<file path="src/design/itoa_fmt_pkg.sv">
// Shared types, constants and a helper function for the integer-to-ASCII formatter.
// No dependencies; every other file of the block refers to it by scoped names.
package itoa_fmt_pkg;

    // Format selector codes as they arrive on the op port.
    typedef enum logic [2:0] {
        OP_U8_DEC  = 3'd0,
        OP_S8_DEC  = 3'd1,
        OP_U16_DEC = 3'd2,
        OP_S16_DEC = 3'd3,
        OP_HEX2_UP = 3'd4,
        OP_HEX_LO  = 3'd5,
        OP_OCT     = 3'd6
    } t_op;

    typedef enum logic [1:0] {
        BASE_DEC,
        BASE_HEX,
        BASE_OCT
    } t_base;

    // One classified job, as it sits in the queue between the two halves.
    typedef struct packed {
        logic [15:0] mag;
        t_base       base;
        logic        min2;
        logic        neg;
        logic        upper;
    } t_job;

    typedef enum logic [2:0] {
        ST_IDLE,
        ST_DIV,
        ST_DIGIT,
        ST_SIGN,
        ST_EMIT
    } t_back_state;

    localparam int unsigned QUEUE_DEPTH_DEF = 2;
    localparam int unsigned MAX_DIGITS      = 6;
    localparam int unsigned DIG_CNT_W       = 3;

    // Reciprocal of ten scaled by 2^19; exact for every 16-bit dividend.
    localparam logic [15:0] RECIP_TEN   = 16'd52429;
    localparam int unsigned RECIP_SHIFT = 19;

    localparam logic [7:0] CHAR_ZERO  = 8'h30;
    localparam logic [7:0] CHAR_UPPER = 8'h41;
    localparam logic [7:0] CHAR_LOWER = 8'h61;
    localparam logic [7:0] CHAR_MINUS = 8'h2D;

    function automatic logic [7:0] digit_char(input logic [3:0] d, input logic upper);
        logic [7:0] ch;
        begin
            if (d < 4'd10) begin
                ch = CHAR_ZERO + {4'b0, d};
            end else if (upper) begin
                ch = CHAR_UPPER + {4'b0, d} - 8'd10;
            end else begin
                ch = CHAR_LOWER + {4'b0, d} - 8'd10;
            end
            return ch;
        end
    endfunction

endpackage

</file>
<file path="src/design/integer_to_ascii_formatter_core.sv">
// Top level of the integer-to-ASCII formatter: front classifier, job queue, back emitter.
// Depends on itoa_fmt_pkg, itoa_fmt_front, itoa_fmt_queue and itoa_fmt_back.
//
// A command is taken on a rising edge where start is high and busy is low; it carries
// a format code on i_op and a 16-bit value on i_value. The block answers with the ASCII
// characters of the value, most significant digit first, one per beat: each beat is shown
// on o_character and o_last for exactly one cycle with o_strobe high, and the receiver
// must take it then, as there is no way to hold beats off. o_last marks the final
// character of a value. Decimal formats drop leading zeros and put a minus sign first for
// negative values; the two-digit hex format always gives two upper-case digits; the
// lower-case hex and octal formats drop leading zeros. The unused format code is taken
// and produces no beats. For each item the emitter loads the job, then for each digit
// takes the quotient (a reciprocal multiply for decimal, a shift otherwise) and then the
// remainder, then sends a minus sign if there is one and then one character per digit;
// it takes no new job until the final character is out. The front half classifies a command
// in the cycle it arrives and places it in a short queue, so busy rises only when that
// queue is full and new commands can be taken while characters are still going out.
module integer_to_ascii_formatter_core #(
    parameter int unsigned QUEUE_DEPTH = itoa_fmt_pkg::QUEUE_DEPTH_DEF
) (
    input  logic        i_clk,
    input  logic        i_rst_n,
    input  logic        start,
    output logic        busy,
    input  logic [2:0]  i_op,
    input  logic [15:0] i_value,
    output logic        o_strobe,
    output logic [7:0]  o_character,
    output logic        o_last
);

    itoa_fmt_pkg::t_job w_in_job;
    itoa_fmt_pkg::t_job w_out_job;
    logic               w_push;
    logic               w_pop;
    logic               w_empty;
    logic               w_full;

    // Commands are held off only while the queue has no free entry.
    assign busy = w_full;

    itoa_fmt_front u_front (
        .i_start (start),
        .i_busy  (busy),
        .i_op    (i_op),
        .i_value (i_value),
        .o_push  (w_push),
        .o_job   (w_in_job)
    );

    itoa_fmt_queue #(
        .DEPTH (QUEUE_DEPTH)
    ) u_queue (
        .i_clk   (i_clk),
        .i_rst_n (i_rst_n),
        .i_push  (w_push),
        .i_job   (w_in_job),
        .i_pop   (w_pop),
        .o_job   (w_out_job),
        .o_empty (w_empty),
        .o_full  (w_full)
    );

    itoa_fmt_back u_back (
        .i_clk       (i_clk),
        .i_rst_n     (i_rst_n),
        .i_job_valid (!w_empty),
        .i_job       (w_out_job),
        .o_pop       (w_pop),
        .o_strobe    (o_strobe),
        .o_character (o_character),
        .o_last      (o_last)
    );

`ifndef SYNTH
    // A job that the front pushes must be waiting in the queue on the next cycle.
    a_push_lands: assert property (@(posedge i_clk) disable iff (!i_rst_n)
        w_push |=> !w_empty)
        else $error("queued job lost");

    // After the final character the emitter must reload before it sends anything more.
    a_gap_after_last: assert property (@(posedge i_clk) disable iff (!i_rst_n)
        (o_strobe && o_last) |=> !o_strobe)
        else $error("beat sent straight after a final character");

    // A minus sign always precedes at least one digit.
    a_sign_not_last: assert property (@(posedge i_clk) disable iff (!i_rst_n)
        (o_strobe && (o_character == itoa_fmt_pkg::CHAR_MINUS)) |-> !o_last)
        else $error("minus sign marked as final character");
`endif

endmodule

</file>
<file path="src/design/itoa_fmt_front.sv">
// Front half of the formatter: takes a command and classifies it into a job.
// Depends on itoa_fmt_pkg for the op codes and the job structure.
module itoa_fmt_front (
    input  logic                 i_start,
    input  logic                 i_busy,
    input  logic [2:0]           i_op,
    input  logic [15:0]          i_value,
    output logic                 o_push,
    output itoa_fmt_pkg::t_job   o_job
);

    logic [7:0] w_lo;
    logic       w_known;

    assign w_lo = i_value[7:0];

    always_comb begin
        o_job.mag   = {8'b0, w_lo};
        o_job.base  = itoa_fmt_pkg::BASE_DEC;
        o_job.min2  = 1'b0;
        o_job.neg   = 1'b0;
        o_job.upper = 1'b0;
        w_known     = 1'b1;
        case (itoa_fmt_pkg::t_op'(i_op))
            itoa_fmt_pkg::OP_U8_DEC: begin
            end
            itoa_fmt_pkg::OP_S8_DEC: begin
                if (w_lo[7]) begin
                    o_job.mag = {7'b0, 9'(9'd256 - {1'b0, w_lo})};
                    o_job.neg = 1'b1;
                end
            end
            itoa_fmt_pkg::OP_U16_DEC: begin
                o_job.mag = i_value;
            end
            itoa_fmt_pkg::OP_S16_DEC: begin
                o_job.mag = i_value;
                if (i_value[15]) begin
                    o_job.mag = 16'(17'h10000 - {1'b0, i_value});
                    o_job.neg = 1'b1;
                end
            end
            itoa_fmt_pkg::OP_HEX2_UP: begin
                o_job.base  = itoa_fmt_pkg::BASE_HEX;
                o_job.min2  = 1'b1;
                o_job.upper = 1'b1;
            end
            itoa_fmt_pkg::OP_HEX_LO: begin
                o_job.mag  = i_value;
                o_job.base = itoa_fmt_pkg::BASE_HEX;
            end
            itoa_fmt_pkg::OP_OCT: begin
                o_job.mag  = i_value;
                o_job.base = itoa_fmt_pkg::BASE_OCT;
            end
            default: begin
                // The unused selector is taken but produces no characters.
                w_known = 1'b0;
            end
        endcase
    end

    assign o_push = i_start && !i_busy && w_known;

endmodule

</file>
<file path="src/design/itoa_fmt_queue.sv">
// Short first-word-fall-through queue of classified jobs.
// Depends on itoa_fmt_pkg for the job structure.
module itoa_fmt_queue #(
    parameter int unsigned DEPTH = itoa_fmt_pkg::QUEUE_DEPTH_DEF
) (
    input  logic                 i_clk,
    input  logic                 i_rst_n,
    input  logic                 i_push,
    input  itoa_fmt_pkg::t_job   i_job,
    input  logic                 i_pop,
    output itoa_fmt_pkg::t_job   o_job,
    output logic                 o_empty,
    output logic                 o_full
);

    localparam int unsigned PTR_W = (DEPTH > 1) ? $clog2(DEPTH) : 1;
    localparam int unsigned CNT_W = $clog2(DEPTH + 1);

    itoa_fmt_pkg::t_job r_mem [DEPTH];
    logic [PTR_W-1:0]   r_wr_ptr, n_wr_ptr;
    logic [PTR_W-1:0]   r_rd_ptr, n_rd_ptr;
    logic [CNT_W-1:0]   r_count,  n_count;
    logic               w_do_push, w_do_pop;

    assign o_empty   = (r_count == '0);
    assign o_full    = (r_count == CNT_W'(DEPTH));
    assign w_do_push = i_push && !o_full;
    assign w_do_pop  = i_pop && !o_empty;
    assign o_job     = r_mem[r_rd_ptr];

    always_comb begin
        n_wr_ptr = r_wr_ptr;
        n_rd_ptr = r_rd_ptr;
        n_count  = r_count;
        if (w_do_push) begin
            n_wr_ptr = (r_wr_ptr == PTR_W'(DEPTH - 1)) ? '0 : r_wr_ptr + 1'b1;
        end
        if (w_do_pop) begin
            n_rd_ptr = (r_rd_ptr == PTR_W'(DEPTH - 1)) ? '0 : r_rd_ptr + 1'b1;
        end
        if (w_do_push && !w_do_pop) begin
            n_count = r_count + 1'b1;
        end else if (w_do_pop && !w_do_push) begin
            n_count = r_count - 1'b1;
        end
    end

    always_ff @(posedge i_clk) begin
        if (!i_rst_n) begin
            r_wr_ptr <= '0;
            r_rd_ptr <= '0;
            r_count  <= '0;
        end else begin
            r_wr_ptr <= n_wr_ptr;
            r_rd_ptr <= n_rd_ptr;
            r_count  <= n_count;
        end
    end

    always_ff @(posedge i_clk) begin
        if (w_do_push) begin
            r_mem[r_wr_ptr] <= i_job;
        end
    end

endmodule

</file>
<file path="src/design/itoa_fmt_back.sv">
// Back half of the formatter: turns a job into digits and sends the characters.
// Depends on itoa_fmt_pkg for the job structure, states and character helpers.
module itoa_fmt_back (
    input  logic                 i_clk,
    input  logic                 i_rst_n,
    input  logic                 i_job_valid,
    input  itoa_fmt_pkg::t_job   i_job,
    output logic                 o_pop,
    output logic                 o_strobe,
    output logic [7:0]           o_character,
    output logic                 o_last
);

    localparam int unsigned CW = itoa_fmt_pkg::DIG_CNT_W;

    itoa_fmt_pkg::t_back_state r_state, n_state;
    logic [15:0]               r_mag;
    logic [15:0]               r_quot,  n_quot;
    itoa_fmt_pkg::t_base       r_base;
    logic                      r_min2, r_neg, r_upper;
    logic [CW-1:0]             r_cnt;
    logic [3:0]                r_dig [itoa_fmt_pkg::MAX_DIGITS];
    logic [31:0]               w_prod;
    logic [15:0]               w_qb;
    logic [3:0]                w_digit;
    logic                      w_more;
    logic [CW-1:0]             w_rd_idx;

    // Quotient step: reciprocal multiply for decimal, plain shifts otherwise.
    assign w_prod = {16'b0, r_mag} * {16'b0, itoa_fmt_pkg::RECIP_TEN};

    always_comb begin
        case (r_base)
            itoa_fmt_pkg::BASE_DEC: n_quot = 16'(w_prod >> itoa_fmt_pkg::RECIP_SHIFT);
            itoa_fmt_pkg::BASE_HEX: n_quot = r_mag >> 4;
            itoa_fmt_pkg::BASE_OCT: n_quot = r_mag >> 3;
            default:                n_quot = r_mag;
        endcase
    end

    // Remainder step: digit = mag - quotient * base, with shifts and adds.
    always_comb begin
        case (r_base)
            itoa_fmt_pkg::BASE_DEC: w_qb = (r_quot << 3) + (r_quot << 1);
            itoa_fmt_pkg::BASE_HEX: w_qb = r_quot << 4;
            itoa_fmt_pkg::BASE_OCT: w_qb = r_quot << 3;
            default:                w_qb = r_quot;
        endcase
    end

    assign w_digit = 4'(r_mag - w_qb);
    assign w_more  = ((r_quot != '0) || (r_min2 && (r_cnt == '0)))
                  && ((r_cnt + 1'b1) < CW'(itoa_fmt_pkg::MAX_DIGITS));
    assign w_rd_idx = (r_cnt != '0) ? r_cnt - 1'b1 : '0;

    always_comb begin
        n_state = r_state;
        case (r_state)
            itoa_fmt_pkg::ST_IDLE: begin
                if (i_job_valid) begin
                    n_state = itoa_fmt_pkg::ST_DIV;
                end
            end
            itoa_fmt_pkg::ST_DIV: begin
                n_state = itoa_fmt_pkg::ST_DIGIT;
            end
            itoa_fmt_pkg::ST_DIGIT: begin
                if (w_more) begin
                    n_state = itoa_fmt_pkg::ST_DIV;
                end else if (r_neg) begin
                    n_state = itoa_fmt_pkg::ST_SIGN;
                end else begin
                    n_state = itoa_fmt_pkg::ST_EMIT;
                end
            end
            itoa_fmt_pkg::ST_SIGN: begin
                n_state = itoa_fmt_pkg::ST_EMIT;
            end
            itoa_fmt_pkg::ST_EMIT: begin
                if (r_cnt == CW'(1)) begin
                    n_state = itoa_fmt_pkg::ST_IDLE;
                end
            end
            default: begin
                n_state = itoa_fmt_pkg::ST_IDLE;
            end
        endcase
    end

    always_comb begin
        o_pop       = 1'b0;
        o_strobe    = 1'b0;
        o_character = '0;
        o_last      = 1'b0;
        case (r_state)
            itoa_fmt_pkg::ST_IDLE: begin
                o_pop = i_job_valid;
            end
            itoa_fmt_pkg::ST_SIGN: begin
                o_strobe    = 1'b1;
                o_character = itoa_fmt_pkg::CHAR_MINUS;
            end
            itoa_fmt_pkg::ST_EMIT: begin
                o_strobe    = 1'b1;
                o_character = itoa_fmt_pkg::digit_char(r_dig[w_rd_idx], r_upper);
                o_last      = (r_cnt == CW'(1));
            end
            default: begin
            end
        endcase
    end

    always_ff @(posedge i_clk) begin
        if (!i_rst_n) begin
            r_state <= itoa_fmt_pkg::ST_IDLE;
            r_cnt   <= '0;
        end else begin
            r_state <= n_state;
            if (r_state == itoa_fmt_pkg::ST_IDLE) begin
                r_cnt <= '0;
            end else if (r_state == itoa_fmt_pkg::ST_DIGIT) begin
                r_cnt <= r_cnt + 1'b1;
            end else if (r_state == itoa_fmt_pkg::ST_EMIT) begin
                r_cnt <= r_cnt - 1'b1;
            end
        end
    end

    always_ff @(posedge i_clk) begin
        if (r_state == itoa_fmt_pkg::ST_IDLE && i_job_valid) begin
            r_mag   <= i_job.mag;
            r_base  <= i_job.base;
            r_min2  <= i_job.min2;
            r_neg   <= i_job.neg;
            r_upper <= i_job.upper;
        end else if (r_state == itoa_fmt_pkg::ST_DIV) begin
            r_quot <= n_quot;
        end else if (r_state == itoa_fmt_pkg::ST_DIGIT) begin
            r_dig[r_cnt] <= w_digit;
            r_mag        <= r_quot;
        end
    end

endmodule
</file>
<file path="config.mk">
export PLATFORM = sky130hd
export DESIGN_NAME = integer_to_ascii_formatter_core
export DESIGN_NICKNAME = d
export VERILOG_FILES = /design/src/design/itoa_fmt_pkg.sv /design/src/design/integer_to_ascii_formatter_core.sv /design/src/design/itoa_fmt_front.sv /design/src/design/itoa_fmt_queue.sv /design/src/design/itoa_fmt_back.sv
export SDC_FILE = /design/constraint.sdc
export NUM_CORES = 1
export LEC_CHECK = 0
export BUFFER_PORTS_ARGS = -buffer_cell sky130_fd_sc_hd__buf_2
export CAP_MARGIN = 5
export CORE_MARGIN = 2
export CORE_UTILIZATION = 55
export CTS_BUF_LIST = sky130_fd_sc_hd__clkbuf_2 sky130_fd_sc_hd__clkbuf_4 sky130_fd_sc_hd__clkbuf_8
export DETAILED_ROUTE_END_ITERATION = 10
export GPL_ROUTABILITY_DRIVEN = 0
export PLACE_DENSITY = 0.73
export SLEW_MARGIN = 20
export SYNTH_ARGS = -nofsm -noshare
export SYNTH_HDL_FRONTEND = slang
export SYNTH_HIERARCHICAL = 1
export SYNTH_SLANG_ARGS = --single-unit
</file>
<file path="constraint.sdc">
create_clock -name i_clk -period 13.4 [get_ports i_clk]
set_input_delay 0.67 -clock i_clk [delete_from_list [all_inputs] [get_ports i_clk]]
set_output_delay 0.67 -clock i_clk [all_outputs]
set_load 0.05 [all_outputs]
</file>
---- After elaboration in Yosys (flattened, before gate mapping) ----
Memories as Yosys holds them, arrays and structs flattened. A register that Yosys moved wholly into a read port is not among the register bits.
Cells that the tools add are included.
storage, ports and cells
  logic and storage cells ................. 122
  memories kept ........................... 2
  bits of input ports ..................... 22
  output and inout bits ................... 11
  flip-flop bits (word level) ............. 47
  bits in writable memories ............... 66
cells by class
  multiply operators ...................... 1
  eq/ne operators ......................... 17
  order comparisons ....................... 2
  bitwise gates (word level) .............. 2
  muxes and demuxes ....................... 40
  add/sub/neg operators ................... 15
  reduce and logical (&&, ||, !) cells .... 32
memory list
  memory         depth  width  read ports  clocked after Yosys merged registers in  wr ports  RTL line              RTL
  u_queue.r_mem  2      21     1           1                                        1         itoa_fmt_queue.sv:19  itoa_fmt_pkg::t_job r_mem [DEPTH];
  u_back.r_dig   6      4      1           0                                        1         itoa_fmt_back.sv:22   logic [3:0] r_dig [itoa_fmt_pkg::MAX_DIGITS];
operators by type and width
  operator                count
  $pmux 16 s3             2
  $mux 16                 4
  $mul 16x16->32 const B  1
  $mux 3                  7
  $mux 1                  17
  $add 7x4->8 const A     2
  $mux 8                  2
  $pmux 8 s2              1
  $reduce_bool 16->1      1
  $sub 1x16->16 const A   1
  $sub 8x4->8 const B     2
  $pmux 3 s5              1
  $eq 3x2->1 const B      4
  $eq 3x3->1 const B      4
  $pmux 4 s3              1
  $eq 3x1->1 const B      3
  $logic_and 1x1->1       9
  $logic_not 3->1         3
  $mux 9                  1
  $sub 9x8->9 const A     1
  $add 6x4->7 const A     1
  $reduce_or 7->1         1
  $reduce_and 2->1        3
  $reduce_bool 2->1       3
  23 further kinds        34

---- Depth between registers and ports, before layout ----
  depth in word-level cells ............... 9
  gate-level depth with buffers ........... 21
  gate-level depth less buffers ........... 21

---- Hierarchy ----
The synthesis kept the hierarchy.
modules (own cells, without submodules)
  module                           cells an instance  area an instance (µm²)  instances  seq. area each (µm²)
  itoa_fmt_back                    778                8110.3                  1          1951.9
  itoa_fmt_queue                   90                 1741.7                  1          1361.3
  itoa_fmt_front                   85                 544.3                   1          0.0
  integer_to_ascii_formatter_core  1                  3.8                     1          0.0

---- Worst setup path before layout ----
Ideal clock, no wire load.
  kind .................................... reg-to-reg
  from .................................... reg u_back.r_mag[7]
  to ...................................... reg u_back.r_quot[3], data pin
  arrival ................................. 5506 ps
  clock period less this slack ............ 5778 ps
  data required time ...................... 13128 ps
  setup time .............................. 272 ps
  slack ................................... 7622 ps
  buffers on the path ..................... 0
  cell stages (with the launch flop) ...... 20
  cells stage by stage .................... edfxtp_1 -> ha_1 -> inv_1 -> fa_1 -> inv_1 -> fa_1 -> fa_1 -> fa_1 -> inv_1 -> fa_1 -> inv_1 -> ha_1 -> nand2_1 -> nor2_1 -> o211ai_1 -> o31ai_1 -> a21boi_0 -> o21bai_1 -> xor2_1 -> mux4_2
on the way
  word-level cells in the longest chain between the ends .. 2
ends and longest elaborated chain
  item                        RTL line              RTL
  start, declared             itoa_fmt_back.sv:17   logic [15:0] r_mag;
  start signal, assigned      itoa_fmt_back.sv:131  r_mag <= i_job.mag;
  start signal, assigned      itoa_fmt_back.sv:140  r_mag <= r_quot;
  $mul 16x16->32              itoa_fmt_back.sv:30   assign w_prod = {16'b0, r_mag} * {16'b0, itoa_fmt_pkg::RECIP_TEN};
  $pmux 16 s3 (*)             itoa_fmt_back.sv:33   case (r_base)
  named net u_back.n_quot[3]  itoa_fmt_back.sv:18   logic [15:0] r_quot, n_quot;
  end signal, assigned        itoa_fmt_back.sv:137  r_quot <= n_quot;
  end, declared               itoa_fmt_back.sv:18
The timed path passes the listed nets; every way through them passes the cells marked *.
A chain may end at the register's enable or synchronous reset.

---- Worst setup path in the final report ----
  from .................................... reg u_back.r_mag[4]
  to ...................................... reg u_back.r_quot[11], data pin
on the way
  word-level cells in the longest chain between the ends .. 2
ends and longest elaborated chain
  item                         RTL line
  $mul 16x16->32               itoa_fmt_back.sv:30
  $pmux 16 s3                  itoa_fmt_back.sv:33
  named net u_back.n_quot[11]  itoa_fmt_back.sv:18
The timed path passes the listed nets, and every way through them passes these cells.

==> impl_metrics.py <==
metrics = {
    "outcome": {
        "status": "finished, final reports clean",
    },
    "floorplanning": {
        "rows": 50,
        "chipWidth_um": 142,
        "io_pins": 33,
        "die-area_um2": 20000,
        "fp.dieH_um": 142,
        "coreArea_um2": 18600,
        "start_util": 0.558,
    },
    "grt": {
        "gr-total-overflow": 0,
        "grt_pass1_wl_mm": 36.3,
        "antenna_found_initial": 0,
        "grt_pass1_vias": 7046,
        "grt_max_degree": 25,
        "globalRouteTotalUtil": 0.234,
    },
    "cts": {
        "cts_made_buffers": 17,
        "clkTransAtPathRegs_ps": 70,
        "ctsResizeCount": 0,
        "cts_post_setup_buffers_inserted": 0,
        "insertion_delay_ps": 420,
        "cts.sinks": 114,
        "cts_hold_buf": 0,
        "cts_root_buf": "clkbuf_8",
        "tritoncts": "done",
        "clk_path_buf_depth": 2,
        "htreeDepth": 4,
    },
    "yosys": {
        "syn_nets": 1199,
        "ys_ff_latch": 114,
        "synth_edf_count": 103,
        "yosys_warnings": 6,
        "syn_area_um2": 10400,
        "ys.flop_type": "edfxtp_1",
        "async_flop_share": 0,
        "yosys.cell_types.count": 73,
        "syn_inst": 954,
        "synth-seq-area-share": 0.319,
        "postSynthAreaPerCell_um2": 10.9,
    },
    "place": {
        "hpwl_mm": 17.7,
        "port-buffer-count": 31,
        "dp_cells": 1200,
    },
    "worst_setup_path": {
        "cp_max_fo": 9,
        "cp.arrival_ps": 6720,
        "worstSetupEndpointType": "flip-flop",
        "cp-start-kind": "flip-flop",
        "cp_slowest_stage_delay_ps": 670,
        "crit_chain": "ha_1, inv_1, fa_1, inv_1, fa_1, fa_1, fa_1, inv_1, fa_1, inv_1, ha_1, nand2_1, nor2_1, o211ai_1, o31ai_1, a21oi_1, o21ai_2, xor2_1, mux4_2",
        "crit_top_cell": "fa_1",
        "critPathKind": "flip-flop to flip-flop",
        "required_ps": 13560,
        "slowest_stage": "o31ai_1",
    },
    "final_layout": {
        "nFillCells": 1555,
        "layout_commonest_cell": "inv_1",
        "fin_cells": 1232,
        "antenna_cells": 0,
        "drive_above_1_share": 0.139,
        "mostFrequentLayoutCells": "208 x inv_1, 143 x ha_1, 103 x edfxtp_1, 80 x fa_1, 40 x nand2_1",
        "areaGrowthSynthToFinish_pct": 7.34,
        "final_nets": 1230,
    },
    "detailed_routing": {
        "drt_iter0_drc": 455,
        "viasPerCell": 5.69,
        "drcViolationCount": 0,
        "dr.pass1.iters": 5,
        "vias": 7012,
        "ant_nets": 0,
        "post_drt_wl_per_cell_um": 17.9,
        "routed_wl_mm": 22.0,
    },
    "sta": {
        "fmax_mhz": 152,
        "worstMarginPinSlew_ps": 1020,
        "hold_violations": 0,
        "post-route-period-util": 0.490,
        "clock_skew_ps": 8.96,
        "fin_setup_tns_ps": 0,
        "slew_viol_final": 0,
        "maxSlewHeadroom": 0.318,
        "period_needed_ps": 6560,
        "rsz0062_at_grt": "no",
        "setup_viol": 0,
    },
    "job": {
        "drv_cap": 0,
    },
    "worst_hold_path": {
        "worst_hold_path_type": "input port to flip-flop",
    },
}
[stage by stage]
step	setup WS (ps)	util	hold slack, ps	instance area [um2]
2_1_floorplan	7620	-	483	10400
3_3_place_gp	7000	0.578	507	10800
3_5_place_dp	6900	0.578	523	10800
4_1_cts	6870	0.599	478	11200
5_1_grt	6480	0.599	479	11200
6_report	6840	0.599	502	11200
[kinds of logic (layout without fill, tap and decap cells)]
family / count (synthesis) / in the layout / synth area share
AND/OR/NAND/NOR: 159 / 159 / 0.0810
flip-flops: 114 / 114 / 0.319
adder cells (fa/ha/maj): 223 / 223 / 0.326
AO/OA/AOI/OAI: 139 / 139 / 0.0904
buffers and inverters: 232 / 276 / 0.0858
other: 1 / 1 / 0.000361
XOR/XNOR: 32 / 32 / 0.0269
multiplexers: 54 / 54 / 0.0710
[Yosys cell counts, types with 4 or more instances]
cell,count,area share
inv_1,208,0.075
ha_1,143,0.17
edfxtp_1,103,0.30
fa_1,80,0.15
nand2_1,40,0.014
mux2_2,38,0.041
a21oi_1,32,0.015
o21ai_0,32,0.015
nor2_1,19,0.0069
xnor2_1,18,0.015
nand3_1,17,0.0082
clkbuf_1,15,0.0054
a21o_1,14,0.010
nor3_1,14,0.0067
xor2_1,14,0.012
mux4_2,12,0.026
dfxtp_1,11,0.021
nor2b_1,10,0.0060
or3_1,10,0.0060
and3_1,8,0.0048
and2_1,7,0.0042
nand4_1,6,0.0036
nor4_1,6,0.0036
nand2b_1,5,0.0030
o21a_1,5,0.0036
mux2i_1,4,0.0039
o41ai_1,4,0.0034
or4_1,4,0.0029
[state kept, by name (all words and copies together) (netlist names), named ones only]
register,count
u_queue/r_rd_ptr,1
u_queue/r_mem,42
u_back/r_neg,1
u_back/r_min2,1
u_back/r_dig,24
u_back/r_mag,16
u_back/r_upper,1
u_back/r_quot,16
u_queue/r_count,2
u_queue/r_wr_ptr,1
u_back/r_state,3
u_back/r_cnt,3
u_back/r_base,2
[routing by layer]
metal | GRT usage | vias to the layer above | routed length, um
met5 | 0 | - | 0
met1 | 0.341 | 3451 | 10000
met3 | 0.0398 | 18 | 1270
met2 | 0.368 | 195 | 10500
met4 | 0.0553 | 0 | 238
li1 | - | 3348 | -
[critical path, delay by kind of cell, from the launching register on]
family                   cells  cell delay, ps
AO/OA/AOI/OAI                4            1370
XOR/XNOR                     1              90
adder cells (fa/ha/maj)      7            3290
buffers and inverters        4             240
flip-flops                   1             570
multiplexers                 1             450
AND/OR/NAND/NOR              2             300
[area by class of cell]
cell class | instances | area, um2 | share of cell area
Clock inverter | 6 | 55.1 | 0.00493
Clock buffer | 26 | 333 | 0.0298
Sequential cell | 114 | 3310 | 0.297
Multi-Input combinational cell | 608 | 6200 | 0.555
Inverter | 209 | 785 | 0.0703
Tap cell | 234 | 293 | 0.0262
Timing Repair Buffer | 35 | 185 | 0.0166
[path summary, 6_finish.rpt]
check	from	to	slack, ps	depth (start not counted)
setup / recovery	u_back/r_mag[4]$_DFFE_PP_	u_back/r_quot[11]$_DFFE_PP_	6840	19
hold / removal	i_value[0]	u_queue/r_mem[0][5]$_DFFE_PP_	500	1
setup reg to reg	u_back/r_mag[4]$_DFFE_PP_	u_back/r_quot[11]$_DFFE_PP_	6840	19
hold reg to reg	u_queue/r_count[1]$_SDFFE_PN0P_	u_queue/r_count[1]$_SDFFE_PN0P_	530	2
Power is not shown: default switching activity piles up to over one toggle a cycle in this logic, so the estimate is an artifact.
